### src/rtl/c8ie_pkg.sv
// Shared types, constants and the font table for the CHIP-8 instruction executor.
package c8ie_pkg;

  localparam int MEM_DEPTH   = 4096;
  localparam int MEM_AW      = $clog2(MEM_DEPTH);
  localparam int STACK_DEPTH = 16;
  localparam int STK_AW      = (STACK_DEPTH > 1) ? $clog2(STACK_DEPTH) : 1;
  localparam int SP_W        = 5;
  localparam int REG_COUNT   = 16;
  localparam int REG_AW      = 4;
  localparam int FONT_BYTES  = 80;

  localparam logic [MEM_AW-1:0] PROGRAM_START = MEM_AW'(512);
  localparam logic [MEM_AW-1:0] FONT_BASE     = MEM_AW'(80);

  typedef enum logic [1:0] {
    FUNC_WRITE = 2'd0,
    FUNC_STEP  = 2'd1,
    FUNC_READ  = 2'd2,
    FUNC_NONE  = 2'd3
  } func_t;

  typedef enum logic [1:0] {
    ST_OK     = 2'd0,
    ST_OVF    = 2'd1,
    ST_UNF    = 2'd2,
    ST_UNIMPL = 2'd3
  } status_t;

  // What an executed instruction still needs after the execute cycle.
  typedef enum logic [2:0] {
    K_PLAIN,
    K_FLAG,
    K_BCD,
    K_STORE,
    K_LOAD,
    K_FAULT
  } kind_t;

  typedef enum logic [4:0] {
    S_INIT,
    S_IDLE,
    S_DISP,
    S_RDCAP,
    S_F1,
    S_F2,
    S_RY,
    S_R0,
    S_V0,
    S_EXEC,
    S_FLAG,
    S_BCD,
    S_STR,
    S_STW,
    S_LDR,
    S_LDW,
    S_RESP
  } state_t;

  typedef struct packed {
    logic init_wr;
    logic lat_in;
    logic mem_rd_pc;
    logic mem_rd_pc1;
    logic mem_rd_addr;
    logic mem_wr_addr;
    logic cap_rd;
    logic cap_hi;
    logic cap_lo;
    logic rd_vx;
    logic rd_vy;
    logic rd_v0;
    logic cap_vx;
    logic cap_vy;
    logic cap_v0;
    logic exec;
    logic wr_flag;
    logic bcd_wr;
    logic blk_rd_reg;
    logic blk_wr_mem;
    logic blk_rd_mem;
    logic blk_wr_reg;
    logic cnt_clr;
    logic cnt_inc;
    logic ld_out;
  } cmd_t;

  typedef struct packed {
    func_t func;
    kind_t kind;
    logic  init_last;
    logic  blk_last;
    logic  bcd_last;
    logic  out_free;
  } sts_t;

  function automatic logic [7:0] font_byte(input logic [6:0] idx);
    logic [7:0] b;
    unique case (idx)
      7'd0:  b = 8'hF0; 7'd1:  b = 8'h90; 7'd2:  b = 8'h90; 7'd3:  b = 8'h90;
      7'd4:  b = 8'hF0; 7'd5:  b = 8'h20; 7'd6:  b = 8'h60; 7'd7:  b = 8'h20;
      7'd8:  b = 8'h20; 7'd9:  b = 8'h70; 7'd10: b = 8'hF0; 7'd11: b = 8'h10;
      7'd12: b = 8'hF0; 7'd13: b = 8'h80; 7'd14: b = 8'hF0; 7'd15: b = 8'hF0;
      7'd16: b = 8'h10; 7'd17: b = 8'hF0; 7'd18: b = 8'h10; 7'd19: b = 8'hF0;
      7'd20: b = 8'h90; 7'd21: b = 8'h90; 7'd22: b = 8'hF0; 7'd23: b = 8'h10;
      7'd24: b = 8'h10; 7'd25: b = 8'hF0; 7'd26: b = 8'h80; 7'd27: b = 8'hF0;
      7'd28: b = 8'h10; 7'd29: b = 8'hF0; 7'd30: b = 8'hF0; 7'd31: b = 8'h80;
      7'd32: b = 8'hF0; 7'd33: b = 8'h90; 7'd34: b = 8'hF0; 7'd35: b = 8'hF0;
      7'd36: b = 8'h10; 7'd37: b = 8'h20; 7'd38: b = 8'h40; 7'd39: b = 8'h40;
      7'd40: b = 8'hF0; 7'd41: b = 8'h90; 7'd42: b = 8'hF0; 7'd43: b = 8'h90;
      7'd44: b = 8'hF0; 7'd45: b = 8'hF0; 7'd46: b = 8'h90; 7'd47: b = 8'hF0;
      7'd48: b = 8'h10; 7'd49: b = 8'hF0; 7'd50: b = 8'hF0; 7'd51: b = 8'h90;
      7'd52: b = 8'hF0; 7'd53: b = 8'h90; 7'd54: b = 8'h90; 7'd55: b = 8'hE0;
      7'd56: b = 8'h90; 7'd57: b = 8'hE0; 7'd58: b = 8'h90; 7'd59: b = 8'hE0;
      7'd60: b = 8'hF0; 7'd61: b = 8'h80; 7'd62: b = 8'h80; 7'd63: b = 8'h80;
      7'd64: b = 8'hF0; 7'd65: b = 8'hE0; 7'd66: b = 8'h90; 7'd67: b = 8'h90;
      7'd68: b = 8'h90; 7'd69: b = 8'hE0; 7'd70: b = 8'hF0; 7'd71: b = 8'h80;
      7'd72: b = 8'hF0; 7'd73: b = 8'h80; 7'd74: b = 8'hF0; 7'd75: b = 8'hF0;
      7'd76: b = 8'h80; 7'd77: b = 8'hF0; 7'd78: b = 8'h80; 7'd79: b = 8'h80;
      default: b = 8'h00;
    endcase
    return b;
  endfunction

endpackage

### src/rtl/c8ie_ctrl.sv
// Sequencer for writes, reads and steps: fetch, operand read, execute and write-back.
module c8ie_ctrl (
  input  logic           clk,
  input  logic           rst_n,
  input  logic           in_valid,
  output logic           in_ready,
  input  c8ie_pkg::sts_t sts,
  output c8ie_pkg::cmd_t cmd
);
  import c8ie_pkg::*;

  state_t state_r, state_nxt;

  always_ff @(posedge clk) begin
    if (!rst_n) begin
      state_r <= S_INIT;
    end else begin
      state_r <= state_nxt;
    end
  end

  always_comb begin
    state_nxt = state_r;
    cmd       = '0;
    in_ready  = 1'b0;
    unique case (state_r)
      S_INIT: begin
        cmd.init_wr = 1'b1;
        cmd.cnt_inc = 1'b1;
        if (sts.init_last) begin
          state_nxt = S_IDLE;
        end
      end
      S_IDLE: begin
        in_ready = 1'b1;
        if (in_valid) begin
          cmd.lat_in  = 1'b1;
          cmd.cnt_clr = 1'b1;
          state_nxt   = S_DISP;
        end
      end
      S_DISP: begin
        unique case (sts.func)
          FUNC_WRITE: begin
            cmd.mem_wr_addr = 1'b1;
            state_nxt       = S_RESP;
          end
          FUNC_READ: begin
            cmd.mem_rd_addr = 1'b1;
            state_nxt       = S_RDCAP;
          end
          FUNC_STEP: begin
            cmd.mem_rd_pc = 1'b1;
            state_nxt     = S_F1;
          end
          default: state_nxt = S_RESP;
        endcase
      end
      S_RDCAP: begin
        cmd.cap_rd = 1'b1;
        state_nxt  = S_RESP;
      end
      S_F1: begin
        cmd.mem_rd_pc1 = 1'b1;
        cmd.cap_hi     = 1'b1;
        state_nxt      = S_F2;
      end
      S_F2: begin
        cmd.cap_lo = 1'b1;
        cmd.rd_vx  = 1'b1;
        state_nxt  = S_RY;
      end
      S_RY: begin
        cmd.cap_vx = 1'b1;
        cmd.rd_vy  = 1'b1;
        state_nxt  = S_R0;
      end
      S_R0: begin
        cmd.cap_vy = 1'b1;
        cmd.rd_v0  = 1'b1;
        state_nxt  = S_V0;
      end
      S_V0: begin
        cmd.cap_v0 = 1'b1;
        state_nxt  = S_EXEC;
      end
      S_EXEC: begin
        cmd.exec = 1'b1;
        unique case (sts.kind)
          K_FLAG:  state_nxt = S_FLAG;
          K_BCD:   state_nxt = S_BCD;
          K_STORE: state_nxt = S_STR;
          K_LOAD:  state_nxt = S_LDR;
          default: state_nxt = S_RESP;
        endcase
      end
      S_FLAG: begin
        cmd.wr_flag = 1'b1;
        state_nxt   = S_RESP;
      end
      S_BCD: begin
        cmd.bcd_wr  = 1'b1;
        cmd.cnt_inc = 1'b1;
        if (sts.bcd_last) begin
          state_nxt = S_RESP;
        end
      end
      S_STR: begin
        cmd.blk_rd_reg = 1'b1;
        state_nxt      = S_STW;
      end
      S_STW: begin
        cmd.blk_wr_mem = 1'b1;
        cmd.cnt_inc    = 1'b1;
        state_nxt      = sts.blk_last ? S_RESP : S_STR;
      end
      S_LDR: begin
        cmd.blk_rd_mem = 1'b1;
        state_nxt      = S_LDW;
      end
      S_LDW: begin
        cmd.blk_wr_reg = 1'b1;
        cmd.cnt_inc    = 1'b1;
        state_nxt      = sts.blk_last ? S_RESP : S_LDR;
      end
      S_RESP: begin
        if (sts.out_free) begin
          cmd.ld_out = 1'b1;
          state_nxt  = S_IDLE;
        end
      end
      default: state_nxt = S_INIT;
    endcase
  end

endmodule

### config.mk
export PLATFORM = sky130hd
export DESIGN_NAME = c8ie_ctrl
export DESIGN_NICKNAME = d
export VERILOG_FILES = /design/src/rtl/c8ie_pkg.sv /design/src/rtl/c8ie_ctrl.sv
export SDC_FILE = /design/constraint.sdc
export NUM_CORES = 1
export LEC_CHECK = 0
export BUFFER_PORTS_ARGS = -buffer_cell sky130_fd_sc_hd__buf_2
export CORE_MARGIN = 4
export CORE_UTILIZATION = 30
export DETAILED_ROUTE_END_ITERATION = 8
export GPL_TIMING_DRIVEN = 0
export PLACE_DENSITY = 0.61
export SLEW_MARGIN = 30
export SYNTH_ARGS = -nofsm -noshare
export SYNTH_HDL_FRONTEND = slang
export SYNTH_SLANG_ARGS = --single-unit
### constraint.sdc
create_clock -name clk -period 1.48 [get_ports clk]
set_input_delay 0.222 -clock clk [delete_from_list [all_inputs] [get_ports clk]]
set_output_delay 0.222 -clock clk [all_outputs]
set_load 0.01 [all_outputs]
==> results.ini <==
[pwr]
ir_drop_uv=603
sw_frac_of_total_pct=41.6
p_per_area_nw_per_um2=756
p_switching_uw=470
pwr-share-comb_pct=69.1
clockPowerShare_pct=13.8
total_power_mw=1.13
seq_power_share_pct=17.2
intPower_uw=661
power_leakage_nw=0.669

[final_layout]
final_cell_mix=29 x buf_2, 21 x buf_4, 16 x buf_6
largestRegisters=state_r x5
diodes=0
area_delta_synth_final_pct=80.4
top_register=state_r
fillers=229
drive_above_1_share_pct=64.4
utilization_pct=58.3
final_net_count=191
largest_register_ffs=5
mostFrequentLayoutCell=buf_2

[timing]
fin_crit_sh_pct=118
period_needed_ns=1.75
finalSetupViolCount=29
fmax_ghz=0.572
finalWorstSetupSlack_ns=-0.267
slew_headroom_pct=77.0
holdWs_ns=0.280
tightest_slew_ns=0.343
rsz0062_at_grt=yes
skew_ns=0.00158
finalHoldViolCount=0
setup_tns_ns=-3.41
drv_slew=0

[routing]
wirelength_mm=3.01
vias=1067
ant_nets=0
drt-wirelength-per-cell_um=14.8
drt-initial-drc-count=23
dr.pass1.iters=4
viasPerCell=5.23
remaining_drc_errors=0

[setup_path]
rr_worst_depth=7
r2r-end=state_r[4]
r2r_start=state_r[4]
crit_path_frequent_cell=buf_6
cpPeakStageDelay_ns=0.43
reg2reg_slack_ns=-0.24
worstSetupEndpointType=primary output
crit_required_ns=1.26
crit_path_max_fanout=4
crit_arrival_ns=1.53
cp_slowest_cell=or3_4
critPathKind=reg2out
cp-start-kind=register
cp_cell_sequence=buf_6, or3_4, nor2_4, and2_4, buf_6, buf_6

[floorplan]
num_io_pins=38
die_h_um=60.6
fp.coreArea_sq_um=2570
die_w_um=60.6
start_util_pct=32.3
rows=18
dieArea_sq_um=3670

[logic_synthesis]
ys_warn_count=0
synth_fa_ha_area_share_pct=6.03
avgSynthCellArea_sq_um=7.28
synth-seq-cells=5
synth_cell_types=43
ys_seq_area_share_pct=12.1
synth-xor-area-share_pct=2.11
syn_nets=130
synth_cells=114
synth-simple-area-share_pct=40.1
synth_compound_area_share_pct=23.8
synth_top_family_by_area=simple AND/OR/NAND/NOR gates
synthMuxAreaShare_pct=2.56
synth_edf_count=0
synth-async-reset-ratio_pct=0
synth_ff_type=dfxtp_1
synth_area_sq_um=830

[grt]
grt_max_degree=11
groute.usage.overall_pct=14.9
antenna_found_initial=0
grt_pass1_wl_mm=4.18
grt_overflow=0
grt_pass1_vias=914

[worst_hold_path]
worstHoldStart=rst_n
hold_end=state_r[3]
holdPathStages=2
hp-class=in2reg

[clocking]
clk_pin_slew_ns=0.04
cts_tree=yes
clock_sinks=5
cts_buffer_depth=2
clock_latency_ns=0.24
cts_htree_levels=1
cts_buffers=3
ctsRootBufferMaster=clkbuf_4

[placement]
dp_hpwl_mm=1.96
dp_slack_ns=-0.228
place_congestion=0.893
portBuffers=37

[run_status]
status=finished, violations left
violations=negative setup slack

[run]
drv_cap=0

==> logic make-up after synthesis <==
kind of cell               after synthesis
and+or+nand+nor                         58
AOI/OAI and AO/OA                       25
buffers and inverters                   18
DFF                                      5
adders and majority gates                4
xor gates and xnor gates                 2
muxes                                    2
==> power by group through the flow <==
stage,logic (mW),registers [mW],clock network [mW]
6_report,0.781,0.194,0.156
5_1_grt,0.835,0.198,0.176
4_1_cts,0.606,0.189,0.165
3_5_place_dp,0.513,0.182,0
3_3_place_gp,0.513,0.181,0
2_1_floorplan,0.375,0.174,0
==> cell usage after synthesis (2+ instances only) <==
cell type	count	area share [%]
nor2_1	20	9.0
a21oi_1	7	4.2
nand2_1	7	3.2
buf_4	6	5.4
inv_1	6	2.7
and2_1	5	3.8
dfxtp_1	5	12
buf_2	4	2.4
ha_1	4	6.0
nand3_1	4	2.4
nand2b_1	3	2.3
nor2b_1	3	2.3
nor3_1	3	1.8
o21ai_0	3	1.8
buf_6	2	2.7
o21a_1	2	1.8
o21ai_1	2	1.2
o221ai_1	2	2.1
or3_4	2	2.7
==> stage by stage <==
| stage | instances | area (sq um) |
|---|---|---|
| finish | 204 | 1500 |
| global route | 204 | 1500 |
| CTS | 190 | 1210 |
| detailed placement | 181 | 1060 |
| global placement | 181 | 1060 |
| floorplan | 114 | 835 |
==> worst max path at each step <==
| stage | from | end | slack [ns] | cells past startpoint |
|---|---|---|---|---|
| after floorplan | state_r[2] | cmd[23] | -0.01 | 5 |
| after global placement | state_r[1] | state_r[4] | -0.19 | 6 |
| after detailed placement | state_r[1] | state_r[4] | -0.23 | 6 |
| after CTS | state_r[4] | cmd[23] | -0.26 | 6 |
| after global routing | state_r[4] | cmd[23] | -0.33 | 6 |
| final | state_r[4] | cmd[23] | -0.27 | 6 |
==> cell type report <==
type                       instances  area, sq um  area share, %
multi-input combinational         91          787           52.6
timing repair buffer              58          400           26.8
sequential                         5          114           7.61
buffer                            10          105           7.02
tap                               30         37.5           2.51
clock buffer                       4         26.3           1.76
inverter                           6         26.3           1.76
==> critical path: cells and delay by family, from the launching register on <==
family	cells	cell delay [ns]
simple gates	3	0.68
buf+inv	3	0.29
flops	1	0.31
==> layer usage <==
| layer | vias to the layer above | track usage [%] | share of wire (%) |
|---|---|---|---|
| met4 | 0 | 4.95 | 0.90 |
| met5 | - | 0 | 0 |
| met1 | 496 | 19.3 | 38 |
| li1 | 515 | - | - |
| met2 | 52 | 25.5 | 54 |
| met3 | 4 | 1.91 | 6.8 |
==> what timing repair did <==
item / 4_1_cts / 5_1_grt
pin swaps: 7 / 13
setup buffers: 6 / 16
hold buffers: 0 / 0
gates resized for setup: 26 / 41
endpoints found under the setup margin: 31 / 31
cloned: 0 / 0
Note: power is estimated with default switching activity, not from simulation.
